--- config.mk ---
export PLATFORM = sky130hd
export DESIGN_NAME = info_frame_stuffing_encoder
export DESIGN_NICKNAME = d
export VERILOG_FILES = /design/src/hw/rtl/ifse_pkg.sv /design/src/hw/rtl/info_frame_stuffing_encoder.sv /design/src/hw/rtl/ifse_front.sv /design/src/hw/rtl/ifse_queue.sv /design/src/hw/rtl/ifse_back.sv
export VERILOG_INCLUDE_DIRS = /design/src /design/src/hw/rtl
export SDC_FILE = /design/constraint.sdc
export NUM_CORES = 1
export LEC_CHECK = 0
export BUFFER_PORTS_ARGS = -buffer_cell sky130_fd_sc_hd__buf_2
export CORE_MARGIN = 2
export CORE_UTILIZATION = 30
export CTS_CLUSTER_SIZE = 14
export DETAILED_ROUTE_END_ITERATION = 7
export GPL_TIMING_DRIVEN = 0
export PLACE_DENSITY = 0.55
export SLEW_MARGIN = 20
export SYNTH_ARGS = -nofsm -noshare
export SYNTH_HDL_FRONTEND = slang
export SYNTH_HIERARCHICAL = 1
export SYNTH_SLANG_ARGS = --single-unit
--- constraint.sdc ---
create_clock -name clk -period 4.4 [get_ports clk]
set_input_delay 0.44 -clock clk [delete_from_list [all_inputs] [get_ports clk]]
set_output_delay 0.44 -clock clk [all_outputs]
set_load 0.05 [all_outputs]
--- src/hw/rtl/info_frame_stuffing_encoder_defines.svh ---
// ----------------------------------------------------------------------------
// info frame stuffing encoder assertion macros
// shared property wrappers, clocked on clk and disabled while rst_n is low
// ----------------------------------------------------------------------------
`ifndef INFO_FRAME_STUFFING_ENCODER_DEFINES_SVH
`define INFO_FRAME_STUFFING_ENCODER_DEFINES_SVH

// expression holds at every edge out of reset
`define IFSE_ASSERT_ALWAYS(lbl, expr, msg) \
    lbl: assert property (@(posedge clk) disable iff (!rst_n) (expr)) else $error(msg);

// antecedent at one edge implies consequent at the same edge
`define IFSE_ASSERT_IMPLY(lbl, ante, cons, msg) \
    lbl: assert property (@(posedge clk) disable iff (!rst_n) (ante) |-> (cons)) \
        else $error(msg);

// antecedent at one edge implies consequent at the next edge
`define IFSE_ASSERT_NEXT(lbl, ante, cons, msg) \
    lbl: assert property (@(posedge clk) disable iff (!rst_n) (ante) |=> (cons)) \
        else $error(msg);

`endif

--- src/hw/rtl/ifse_pkg.sv ---
// ----------------------------------------------------------------------------
// ifse_pkg
// types and constants shared by the information frame stuffing encoder
// ----------------------------------------------------------------------------
package ifse_pkg;

    localparam int BYTE_W    = 8;
    localparam int CFG_IDX_W = 3;

    // register indexes on the configuration port
    localparam logic [CFG_IDX_W-1:0] REG_FLAG_VALUE        = 3'd0;
    localparam logic [CFG_IDX_W-1:0] REG_ESCAPE_VALUE      = 3'd1;
    localparam logic [CFG_IDX_W-1:0] REG_FLAG_SUBSTITUTE   = 3'd2;
    localparam logic [CFG_IDX_W-1:0] REG_ESCAPE_SUBSTITUTE = 3'd3;
    localparam logic [CFG_IDX_W-1:0] REG_ADDRESS_VALUE     = 3'd4;
    localparam logic [CFG_IDX_W-1:0] REG_CONTROL_SEQ_ZERO  = 3'd5;
    localparam logic [CFG_IDX_W-1:0] REG_CONTROL_SEQ_ONE   = 3'd6;
    localparam logic [CFG_IDX_W-1:0] REG_SEQUENCE_BIT      = 3'd7;

    // register reset values
    localparam logic [BYTE_W-1:0] RST_FLAG_VALUE        = 8'd126;
    localparam logic [BYTE_W-1:0] RST_ESCAPE_VALUE      = 8'd125;
    localparam logic [BYTE_W-1:0] RST_FLAG_SUBSTITUTE   = 8'd94;
    localparam logic [BYTE_W-1:0] RST_ESCAPE_SUBSTITUTE = 8'd93;
    localparam logic [BYTE_W-1:0] RST_ADDRESS_VALUE     = 8'd3;
    localparam logic [BYTE_W-1:0] RST_CONTROL_SEQ_ZERO  = 8'd0;
    localparam logic [BYTE_W-1:0] RST_CONTROL_SEQ_ONE   = 8'd64;
    localparam logic              RST_SEQUENCE_BIT      = 1'b0;

    // most line bytes one payload byte may cause; later ones are dropped
    localparam int MAX_BEATS = 11;
    localparam int CNT_W     = $clog2(MAX_BEATS);

    localparam int QUEUE_DEPTH_DEFAULT = 2;

    typedef struct packed {
        logic [BYTE_W-1:0] payload_byte;
        logic              last_byte;
    } in_beat_t;

    typedef struct packed {
        logic [BYTE_W-1:0] line_byte;
        logic              run_end;
        logic              frame_end;
    } out_beat_t;

    typedef struct packed {
        logic [BYTE_W-1:0] flag_value;
        logic [BYTE_W-1:0] escape_value;
        logic [BYTE_W-1:0] flag_substitute;
        logic [BYTE_W-1:0] escape_substitute;
        logic [BYTE_W-1:0] address_value;
        logic [BYTE_W-1:0] control_seq_zero;
        logic [BYTE_W-1:0] control_seq_one;
        logic              sequence_bit;
    } cfg_t;

    // one classified payload byte handed from front to back
    typedef struct packed {
        logic [BYTE_W-1:0] data;
        logic [BYTE_W-1:0] check;
        logic              hdr;
        logic              last;
    } qent_t;

endpackage

--- src/hw/rtl/info_frame_stuffing_encoder.sv ---
// ----------------------------------------------------------------------------
// info_frame_stuffing_encoder
// stuffed information frame builder with xor block checks
// ----------------------------------------------------------------------------
// Each payload beat yields a run of line beats, one line byte per clock while
// line_stall is low: a plain payload byte gives one line byte, a stuffed one
// an escape pair, and the first and last byte of a frame add the header
// (flag, address, control, BCC1) and the trailer (BCC2, closing flag), up to
// MAX_BEATS line bytes. Payload beats are taken every clock while the queue
// (two entries by default) has room, and a line stall fills it before
// payload_stall rises. Configuration is written through cfg_valid/cfg_ready,
// always ready; the user must only write while the block is idle (unchecked).
`include "info_frame_stuffing_encoder_defines.svh"

module info_frame_stuffing_encoder #(
    parameter int QUEUE_DEPTH = ifse_pkg::QUEUE_DEPTH_DEFAULT
) (
    input  logic                                clk,
    input  logic                                rst_n,
    input  logic                                payload_valid,
    output logic                                payload_stall,
    input  ifse_pkg::in_beat_t                  payload,
    output logic                                line_valid,
    input  logic                                line_stall,
    output ifse_pkg::out_beat_t                 line,
    input  logic                                cfg_valid,
    output logic                                cfg_ready,
    input  logic [ifse_pkg::CFG_IDX_W-1:0]      cfg_index,
    input  logic [ifse_pkg::BYTE_W-1:0]         cfg_data
);
    import ifse_pkg::*;

    cfg_t  cfg_reg;
    cfg_t  cfg_next;
    logic  push;
    qent_t push_entry;
    logic  full;
    logic  pop;
    logic  head_valid;
    qent_t head;

    assign cfg_ready = 1'b1;

    always_comb
    begin
        cfg_next = cfg_reg;
        if (cfg_valid && cfg_ready)
        begin
            case (cfg_index)
                REG_FLAG_VALUE:        cfg_next.flag_value        = cfg_data;
                REG_ESCAPE_VALUE:      cfg_next.escape_value      = cfg_data;
                REG_FLAG_SUBSTITUTE:   cfg_next.flag_substitute   = cfg_data;
                REG_ESCAPE_SUBSTITUTE: cfg_next.escape_substitute = cfg_data;
                REG_ADDRESS_VALUE:     cfg_next.address_value     = cfg_data;
                REG_CONTROL_SEQ_ZERO:  cfg_next.control_seq_zero  = cfg_data;
                REG_CONTROL_SEQ_ONE:   cfg_next.control_seq_one   = cfg_data;
                REG_SEQUENCE_BIT:      cfg_next.sequence_bit      = cfg_data[0];
                default:               cfg_next = cfg_reg;
            endcase
        end
    end

    always_ff @(posedge clk or negedge rst_n)
    begin
        if (!rst_n)
        begin
            cfg_reg.flag_value        <= RST_FLAG_VALUE;
            cfg_reg.escape_value      <= RST_ESCAPE_VALUE;
            cfg_reg.flag_substitute   <= RST_FLAG_SUBSTITUTE;
            cfg_reg.escape_substitute <= RST_ESCAPE_SUBSTITUTE;
            cfg_reg.address_value     <= RST_ADDRESS_VALUE;
            cfg_reg.control_seq_zero  <= RST_CONTROL_SEQ_ZERO;
            cfg_reg.control_seq_one   <= RST_CONTROL_SEQ_ONE;
            cfg_reg.sequence_bit      <= RST_SEQUENCE_BIT;
        end
        else
        begin
            cfg_reg <= cfg_next;
        end
    end

    ifse_front u_front (
        .clk           (clk),
        .rst_n         (rst_n),
        .payload_valid (payload_valid),
        .payload_stall (payload_stall),
        .payload       (payload),
        .full          (full),
        .push          (push),
        .push_entry    (push_entry)
    );

    ifse_queue #(
        .DEPTH (QUEUE_DEPTH)
    ) u_queue (
        .clk        (clk),
        .rst_n      (rst_n),
        .push       (push),
        .push_entry (push_entry),
        .full       (full),
        .pop        (pop),
        .head_valid (head_valid),
        .head       (head)
    );

    ifse_back u_back (
        .clk        (clk),
        .rst_n      (rst_n),
        .cfg        (cfg_reg),
        .head_valid (head_valid),
        .head       (head),
        .pop        (pop),
        .line_valid (line_valid),
        .line_stall (line_stall),
        .line       (line)
    );

    `IFSE_ASSERT_IMPLY(a_pop_has_head, pop, head_valid, "pop from empty queue")
    `IFSE_ASSERT_NEXT(a_accept_line, payload_valid && !payload_stall, head_valid,
        "accepted beat not queued")
    `IFSE_ASSERT_NEXT(a_line_hold, line_valid && line_stall, line_valid,
        "stalled line beat withdrawn")

endmodule

--- src/hw/rtl/ifse_front.sv ---
// ----------------------------------------------------------------------------
// ifse_front
// accepts payload beats, tracks frame position and the running xor check
// ----------------------------------------------------------------------------
module ifse_front (
    input  logic             clk,
    input  logic             rst_n,
    input  logic             payload_valid,
    output logic             payload_stall,
    input  ifse_pkg::in_beat_t payload,
    input  logic             full,
    output logic             push,
    output ifse_pkg::qent_t  push_entry
);
    import ifse_pkg::*;

    logic              in_frame_reg;
    logic              in_frame_next;
    logic [BYTE_W-1:0] check_reg;
    logic [BYTE_W-1:0] check_next;
    logic [BYTE_W-1:0] check_sum;

    assign payload_stall = full;
    assign push          = payload_valid && !full;

    always_comb
    begin
        // a new frame restarts the check from zero
        check_sum = (in_frame_reg ? check_reg : '0) ^ payload.payload_byte;

        push_entry.data  = payload.payload_byte;
        push_entry.check = check_sum;
        push_entry.hdr   = !in_frame_reg;
        push_entry.last  = payload.last_byte;

        in_frame_next = in_frame_reg;
        check_next    = check_reg;
        if (push)
        begin
            in_frame_next = !payload.last_byte;
            check_next    = payload.last_byte ? '0 : check_sum;
        end
    end

    always_ff @(posedge clk or negedge rst_n)
    begin
        if (!rst_n)
        begin
            in_frame_reg <= 1'b0;
            check_reg    <= '0;
        end
        else
        begin
            in_frame_reg <= in_frame_next;
            check_reg    <= check_next;
        end
    end

endmodule

--- src/hw/rtl/ifse_queue.sv ---
// ----------------------------------------------------------------------------
// ifse_queue
// short first-in first-out queue of classified beats between front and back
// ----------------------------------------------------------------------------
`include "info_frame_stuffing_encoder_defines.svh"

module ifse_queue #(
    parameter int DEPTH = ifse_pkg::QUEUE_DEPTH_DEFAULT
) (
    input  logic            clk,
    input  logic            rst_n,
    input  logic            push,
    input  ifse_pkg::qent_t push_entry,
    output logic            full,
    input  logic            pop,
    output logic            head_valid,
    output ifse_pkg::qent_t head
);
    import ifse_pkg::*;

    localparam int AW = (DEPTH > 1) ? $clog2(DEPTH) : 1;
    localparam int CW = $clog2(DEPTH + 1);

    qent_t         entry_reg [DEPTH];
    logic [AW-1:0] wr_ptr_reg;
    logic [AW-1:0] wr_ptr_next;
    logic [AW-1:0] rd_ptr_reg;
    logic [AW-1:0] rd_ptr_next;
    logic [CW-1:0] count_reg;
    logic [CW-1:0] count_next;
    logic          do_pop;

    assign full       = (count_reg == CW'(DEPTH));
    assign head_valid = (count_reg != '0);
    assign head       = entry_reg[rd_ptr_reg];
    assign do_pop     = pop && head_valid;

    always_comb
    begin
        wr_ptr_next = wr_ptr_reg;
        rd_ptr_next = rd_ptr_reg;
        count_next  = count_reg;
        if (push)
        begin
            wr_ptr_next = (wr_ptr_reg == AW'(DEPTH - 1)) ? '0 : wr_ptr_reg + 1'b1;
        end
        if (do_pop)
        begin
            rd_ptr_next = (rd_ptr_reg == AW'(DEPTH - 1)) ? '0 : rd_ptr_reg + 1'b1;
        end
        if (push && !do_pop)
        begin
            count_next = count_reg + 1'b1;
        end
        else if (do_pop && !push)
        begin
            count_next = count_reg - 1'b1;
        end
    end

    always_ff @(posedge clk or negedge rst_n)
    begin
        if (!rst_n)
        begin
            wr_ptr_reg <= '0;
            rd_ptr_reg <= '0;
            count_reg  <= '0;
        end
        else
        begin
            wr_ptr_reg <= wr_ptr_next;
            rd_ptr_reg <= rd_ptr_next;
            count_reg  <= count_next;
        end
    end

    always_ff @(posedge clk)
    begin
        if (push)
        begin
            entry_reg[wr_ptr_reg] <= push_entry;
        end
    end

    `IFSE_ASSERT_IMPLY(a_no_push_full, full, !push, "push into full queue")
    `IFSE_ASSERT_ALWAYS(a_count_bound, count_reg <= CW'(DEPTH), "queue count past depth")
    `IFSE_ASSERT_NEXT(a_count_step, push && !do_pop, count_reg == $past(count_reg) + 1'b1,
        "queue count missed a push")

endmodule

--- src/hw/rtl/ifse_back.sv ---
// ----------------------------------------------------------------------------
// ifse_back
// walks the frame segments of each queued beat and sends stuffed line bytes
// ----------------------------------------------------------------------------
`include "info_frame_stuffing_encoder_defines.svh"

module ifse_back (
    input  logic               clk,
    input  logic               rst_n,
    input  ifse_pkg::cfg_t     cfg,
    input  logic               head_valid,
    input  ifse_pkg::qent_t    head,
    output logic               pop,
    output logic               line_valid,
    input  logic               line_stall,
    output ifse_pkg::out_beat_t line
);
    import ifse_pkg::*;

    localparam logic [2:0] SEG_OPEN  = 3'd0;
    localparam logic [2:0] SEG_ADDR  = 3'd1;
    localparam logic [2:0] SEG_CTRL  = 3'd2;
    localparam logic [2:0] SEG_BCC1  = 3'd3;
    localparam logic [2:0] SEG_DATA  = 3'd4;
    localparam logic [2:0] SEG_BCC2  = 3'd5;
    localparam logic [2:0] SEG_CLOSE = 3'd6;

    logic [2:0]       seg_reg;
    logic [2:0]       seg_next;
    logic             first_reg;
    logic             first_next;
    logic             half_reg;
    logic             half_next;
    logic [CNT_W-1:0] cnt_reg;
    logic [CNT_W-1:0] cnt_next;
    logic             out_valid_reg;
    logic             out_valid_next;
    out_beat_t        out_reg;
    out_beat_t        out_next;

    logic [2:0]        cur_seg;
    logic [2:0]        follow_seg;
    logic [BYTE_W-1:0] ctrl;
    logic [BYTE_W-1:0] src;
    logic [BYTE_W-1:0] byte_out;
    logic              stuffable;
    logic              is_flag;
    logic              is_esc;
    logic              pair;
    logic              seg_done;
    logic              seg_final;
    logic              entry_end;
    logic              out_adv;
    logic              emit;

    assign out_adv    = !out_valid_reg || !line_stall;
    assign emit       = head_valid && out_adv;
    assign line_valid = out_valid_reg;
    assign line       = out_reg;

    always_comb
    begin
        cur_seg = first_reg ? (head.hdr ? SEG_OPEN : SEG_DATA) : seg_reg;
        ctrl    = cfg.sequence_bit ? cfg.control_seq_one : cfg.control_seq_zero;

        src        = cfg.flag_value;
        stuffable  = 1'b1;
        follow_seg = SEG_CLOSE;
        seg_final  = 1'b0;
        case (cur_seg)
            SEG_OPEN:
            begin
                stuffable  = 1'b0;
                follow_seg = SEG_ADDR;
            end
            SEG_ADDR:
            begin
                src        = cfg.address_value;
                follow_seg = SEG_CTRL;
            end
            SEG_CTRL:
            begin
                src        = ctrl;
                follow_seg = SEG_BCC1;
            end
            SEG_BCC1:
            begin
                src        = cfg.address_value ^ ctrl;
                follow_seg = SEG_DATA;
            end
            SEG_DATA:
            begin
                src        = head.data;
                follow_seg = SEG_BCC2;
                seg_final  = !head.last;
            end
            SEG_BCC2:
            begin
                src        = head.check;
                follow_seg = SEG_CLOSE;
            end
            SEG_CLOSE:
            begin
                stuffable = 1'b0;
                seg_final = 1'b1;
            end
            default:
            begin
                stuffable = 1'b0;
                seg_final = 1'b1;
            end
        endcase

        // a byte matching both flag and escape is stuffed with the flag substitute
        is_flag = (src == cfg.flag_value);
        is_esc  = (src == cfg.escape_value);
        pair    = stuffable && (is_flag || is_esc);

        if (half_reg)
        begin
            byte_out = is_flag ? cfg.flag_substitute : cfg.escape_substitute;
        end
        else
        begin
            byte_out = pair ? cfg.escape_value : src;
        end

        seg_done  = !pair || half_reg;
        // the beat budget cuts off an overlong run, which can only drop the closing flag
        entry_end = (seg_done && seg_final) || (cnt_reg == CNT_W'(MAX_BEATS - 1));
        pop       = emit && entry_end;

        seg_next   = seg_reg;
        first_next = first_reg;
        half_next  = half_reg;
        cnt_next   = cnt_reg;
        if (emit)
        begin
            if (entry_end)
            begin
                first_next = 1'b1;
                half_next  = 1'b0;
                cnt_next   = '0;
            end
            else
            begin
                first_next = 1'b0;
                cnt_next   = cnt_reg + 1'b1;
                half_next  = !seg_done;
                seg_next   = seg_done ? follow_seg : cur_seg;
            end
        end

        out_next           = out_reg;
        out_next.line_byte = byte_out;
        out_next.run_end   = entry_end;
        out_next.frame_end = (cur_seg == SEG_CLOSE);
        if (!emit)
        begin
            out_next = out_reg;
        end
        out_valid_next = emit ? 1'b1 : (out_valid_reg && line_stall);
    end

    always_ff @(posedge clk or negedge rst_n)
    begin
        if (!rst_n)
        begin
            seg_reg       <= SEG_OPEN;
            first_reg     <= 1'b1;
            half_reg      <= 1'b0;
            cnt_reg       <= '0;
            out_valid_reg <= 1'b0;
        end
        else
        begin
            seg_reg       <= seg_next;
            first_reg     <= first_next;
            half_reg      <= half_next;
            cnt_reg       <= cnt_next;
            out_valid_reg <= out_valid_next;
        end
    end

    always_ff @(posedge clk)
    begin
        out_reg <= out_next;
    end

    `IFSE_ASSERT_ALWAYS(a_cnt_bound, cnt_reg < CNT_W'(MAX_BEATS), "beat count past limit")
    `IFSE_ASSERT_IMPLY(a_half_mid, half_reg, !first_reg, "stuffed pair split across runs")
    `IFSE_ASSERT_IMPLY(a_frame_run, out_valid_reg && out_reg.frame_end, out_reg.run_end,
        "closing flag not last of its run")
    `IFSE_ASSERT_NEXT(a_pop_restart, pop, first_reg && !half_reg && cnt_reg == '0,
        "sequencer not rewound after run")

endmodule
Yosys cells after proc, flatten, opt, wreduce, memory -nomap -nowiden
Memory sizes are Yosys's and may differ from the RTL's.
Cells that the tools add are included.

cells by class
  add/subtract/negate cells = 5
  magnitude comparators = 0
  multiplexer cells = 23
  reduce and logical (&&, ||, !) cells = 38
  div/mod/pow operators = 0
  multipliers = 0
  equality and inequality tests = 17
  bitwise operators = 3
  shifts and indexed selects = 0

operators with widths
  cell                 number
  $mux 8               6
  $pmux 8 s5           1
  $eq 3x3->1 const B   7
  $reduce_and 2->1     9
  $eq 8x8->1           2
  $xor 8x8->8          2
  $pmux 3 s5           1
  $eq 3x2->1 const B   4
  $logic_not 1->1      10
  $reduce_or 5->1      2
  $logic_and 1x1->1    9
  $mux 3               3
  $mux 1               8
  $eq 3x1->1 const B   2
  $logic_not 3->1      2
  $add 4x1->4 const B  1
  $eq 4x4->1 const B   1
  $logic_or 1x1->1     4
  $mux 2               2
  $mux 4               1
  $reduce_bool 2->1    2
  $add 1x1->1 const B  2
  $add 2x1->2 const B  1
  $eq 2x2->1 const B   1
  other kinds (3)      3

word-level totals
  input port bits = 25
  memories = 1
  bits in read-only memories = 0
  RAM bits = 36
  output and inout port bits = 13
  bits in registers = 90
  logic and storage cells = 108
  bits in latches = 0

memories
  name               words  width  read ports  clocked after memory_dff  write ports  RTL line          RTL
  u_queue.entry_reg  2      18     1           0                         1            ifse_queue.sv:24  qent_t entry_reg [DEPTH];

Longest topological paths before layout
An unclocked memory read counts as a cell.

  depth in word-level cells = 17
  mapped depth = 18
  depth with buffers taken out = 16

Hierarchy
Netlist, hierarchy kept.

by module, submodules not included
  module                       sequential area each (um2)  cells each  area each (um2)  instances
  info_frame_stuffing_encoder  1457.6                      131         2240.9           1
  ifse_back                    551.8                       222         2042.0           1
  ifse_queue                   1181.1                      72          1539.0           1
  ifse_front                   225.2                       81          740.7            1

Least setup slack after synthesis
OpenSTA, ideal clock, no wires.

  path kind = flip-flop to flip-flop
  start = register u_queue.rd_ptr_reg
  end = register u_queue.count_reg[1]
  data arrival time = 3.410 ns
  stages on the path, launching flop included = 19
  buffers on the path = 2
  setup time = 0.125 ns
  period minus slack after synthesis = 3.535 ns
  setup slack = 0.865 ns
  required time = 4.275 ns
  path through = dfrtp_1 -> buf_6 -> buf_12 -> mux2_4 -> nand2b_1 -> o31ai_2 -> a221o_1 -> nor2_1 -> a221o_1 -> a2111o_1 -> nor4_4 -> o21ai_2 -> nand2_1 -> a21oi_1 -> nand2_1 -> ha_1 -> xor2_1 -> nor2_1 -> xor2_1

RTL lines
  item                    RTL line          RTL
  from (decl)             ifse_queue.sv:27  logic [AW-1:0] rd_ptr_reg;
  from (signal assigned)  ifse_queue.sv:72  rd_ptr_reg <= rd_ptr_next;
  to (signal assigned)    ifse_queue.sv:73  count_reg <= count_next;
  to (decl)               ifse_queue.sv:29  logic [CW-1:0] count_reg;

==> metrics.md <==
| Metric | Value |
|---|---|
| F_max | `244 MHz` |
| Worst VDD drop | `272 uV` |
| Power per standard cell area | `766 nW/um^2` |
| # nets final | `588` |
| Post-Syn Instances | `506` |
| Fill count | `2100` |
| Antenna Violating Nets Remaining | `0` |
| RR Endpoint | `u_queue/count_reg[1]` |
| Crit path time final | `4.10 ns` |
| Vias in the first global route | `4238` |
| H-tree Lvls | `4` |
| Share of layout cells above drive strength 1 | `40.7%` |
| Count of cell types in the netlist | `79` |
| Pin count of the biggest net entering global routing | `48` |
| Critical path endpoint category | `flip-flop` |
| Launch point of the worst reg-to-reg path | `u_queue/rd_ptr_reg` |
| # clock sinks | `126` |
| Fin crit share | `93.1%` |
| CP startpoint kind | `flip-flop` |
| Die X | `152 um` |
| DP Area | `7110 um^2` |
| Root Buffer | `clkbuf_16` |
| Max reg flops | `57` |
| Pre-CTS setup slack | `0.233 ns` |
| # rows | `54` |
| Register area share after synthesis | `52.0%` |
| Flop2flop setup slack | `0.30 ns` |
| Number of vias per cell | `4.85` |
| CP Max Fanout | `10` |
| MaxCap Viol Count | `0` |
| P&R area growth vs syn | `18.4%` |
| Hold Buf Count CTS | `0` |
| Detailed-route wire length | `14100 um` |
| Core area | `21600 um^2` |
| Clock latency on the worst-skew pair | `0.42 ns` |
| Post-route DRC | `0` |
| Iter 0 DRT Violations | `261` |
| Antenna Cells | `0` |
| DR vias | `4140` |
| Actual slew at the worst max-slew pin | `0.851 ns` |
| Setup-violating endpoint count in the final report | `0` |
| Worst setup path start | `u_queue/rd_ptr_reg` |
| Critical setup path kind | `flip-flop to flip-flop` |
| Num CTS Buffers | `17` |
| Reg2Reg Depth | `17` |
| Per-cell routed wire length | `16.6 um` |
| Post-route setup slack | `0.301 ns` |
| Buffer depth of the longest clock path | `2` |
| Syn Area/Cell | `13.0 um^2` |
| Post-Syn Nets | `534` |
| LEAKAGE | `3.19 nW` |
| Final count of hold timing violations | `0` |
| Post-synth EDFFs | `46` |
| Design area | `7770 um^2` |
| Yosys reg bits | `126` |
| Synth warn | `6` |
| Hold Crit Class | `input pin to async pin` |
| RSZ-0062 raised after global routing | `no` |
| CTS clk-pin slew, worst paths | `0.06 ns` |
| Status | `completed` |
| Fin. max-slew vios | `0` |
| Setup_tns | `0 ns` |
| CTS tree | `yes` |
| Die Ht | `152 um` |
| Critical path required time | `4.74 ns` |
| All-layer global routing usage | `12.7%` |
| Starting Density | `30.4%` |
| Synth area leader | `edfxtp_1` |
| Slew headroom | `43.3%` |
| Synth Cell Area | `6560 um^2` |
| Arrival time worst endpoint | `4.44 ns` |
| Placer congestion estimate | `0.819` |
| Async set or reset register ratio after synthesis | `63.5%` |
| Initial antenna violation count | `0` |
| Fin cells | `853` |
| # port buffers | `32` |
| Worst Clk Skew | `0.00984 ns` |
| TritonRoute pass-1 iters | `4` |
| Dominant cells by area after synthesis | `edfxtp_1 21%, dfrtp_1 21%, mux2_2 12%` |
| Die ar. | `23100 um^2` |
| Placed Cells | `820` |
| Ys flop type | `dfrtp_1` |
| Yosys top cell area share | `21.0%` |
| Ports | `38` |
| Remaining Overflow, GRT | `0` |
| First-pass GRT wire length | `23200 um` |
| Total power | `5.95 mW` |
| Placed wire-length estimate | `10100 um` |
| Worst setup path end | `u_queue/count_reg[1]` |
==> area by class of cell <==
type	count	area [um^2]	area share, %
timing repair buffer	35	205	2.64
clock buffer	17	425	5.48
sequential	126	3420	44.0
clock inverter	15	210	2.71
multi-input combinational	336	2860	36.8
tap	280	350	4.51
buffer	33	262	3.37
inverter	11	41.3	0.531
==> where the power goes <==
group          leakage (nW)  internal (mW)  switching (mW)
Combinational          1.52           1.07            1.50
Clock                 0.311          0.959           0.548
Sequential             1.36           1.68           0.196
Total                  3.19           3.71            2.24
==> worst max-delay path, cell delays in order (launching register included) <==
cell      delay [ns]
dfrtp_1         0.37
buf_6           0.15
buf_12          0.15
mux2_4          0.30
nand2b_1        0.27
o31ai_2         0.24
a221o_1         0.35
nor2_1          0.11
a221o_1         0.32
a2111o_1        0.38
nor4_4          0.26
o21ai_2         0.16
nand2_2         0.18
a21oi_1         0.10
nand2_1         0.11
ha_1            0.26
nor2_1          0.13
xor2_1          0.15
==> synthesized netlist by cell type, types with 3 or more instances <==
master	n
mux2_2	69
dfrtp_1	54
edfxtp_1	46
nand2_1	35
mux2i_1	30
nor2_1	30
dfstp_2	26
xor2_1	22
a21oi_1	17
buf_4	13
xnor2_1	13
buf_2	9
inv_1	9
mux2_4	9
o21ai_1	8
and4bb_2	7
buf_6	6
nand2b_1	4
nand3_1	4
nand4b_1	4
nor2b_1	4
o211a_1	4
o21ai_0	4
o22ai_1	4
a221o_1	3
a22oi_1	3
clkbuf_1	3
ha_1	3
nor4bb_1	3
==> how the worst min path moves through the flow <==
stage          slack [ns]                   end                 start
5_1_grt               0.1           cfg_reg[26]                 rst_n
6_report             0.05           cfg_reg[26]                 rst_n
3_3_place_gp         0.47  u_queue/count_reg[1]  u_queue/count_reg[1]
3_5_place_dp         0.47  u_queue/count_reg[1]  u_queue/count_reg[1]
4_1_cts              0.06           cfg_reg[26]                 rst_n
2_1_floorplan        0.14            cfg_reg[0]                 rst_n
==> logic make-up (layout without fill, tap and decap cells) <==
| logic type | after synthesis | in the layout | synth area share, % |
|---|---|---|---|
| flops | 126 | 126 | 52.0 |
| simple gates | 112 | 112 | 10.4 |
| mux | 108 | 108 | 18.5 |
| compound gates | 77 | 77 | 9.21 |
| buf+inv | 44 | 111 | 4.61 |
| xor+xnor | 35 | 35 | 4.67 |
| fa+ha+maj | 3 | 3 | 0.572 |
| other cells | 1 | 1 | 0.0571 |
==> cell usage in the layout, fill, tap and decap left out, drive strengths merged, types with 3 or more instances in the layout <==
cell type,count
clkinv,6
bufinv,4
a21oi,17
dfrtp,54
nand3,4
clkbuf,20
dfstp,26
o22ai,5
a221o,3
nand2,36
xor2,22
o311ai,3
o211a,4
nor4b,3
nor2b,4
ha,3
and4bb,7
xnor2,13
nand4b,4
a22oi,3
nor2,31
mux2i,30
buf,65
nor4bb,3
a211oi,3
mux2,78
inv,15
o21ai,14
nand2b,5
edfxtp,46
==> timing repair <==
| action | 4_1_cts | 5_1_grt |
|---|---|---|
| buffers inserted | 0 | 1 |
| endpoints found under the setup margin | 0 | 1 |
| gates resized for setup | 0 | 3 |
==> per-layer routing <==
| metal | vias up | routed length, um | track usage (%) |
|---|---|---|---|
| met1 | 2110 | 6770 | 17.1 |
| li1 | 1960 | - | - |
| met5 | - | 0 | 0 |
| met2 | 58 | 6800 | 20.0 |
| met4 | 0 | 198 | 5.34 |
| met3 | 12 | 353 | 2.74 |
==> through the flow <==
| step | hold WS (ns) | util (%) |
|---|---|---|
| 2_1_floorplan | 0.144 | - |
| 3_3_place_gp | 0.465 | 32.7 |
| 3_5_place_dp | 0.472 | 32.9 |
| 4_1_cts | 0.0599 | 35.8 |
| 5_1_grt | 0.0959 | 35.9 |
| 6_report | 0.0515 | 35.9 |
No activity file was read; power rests on OpenSTA's default activity.
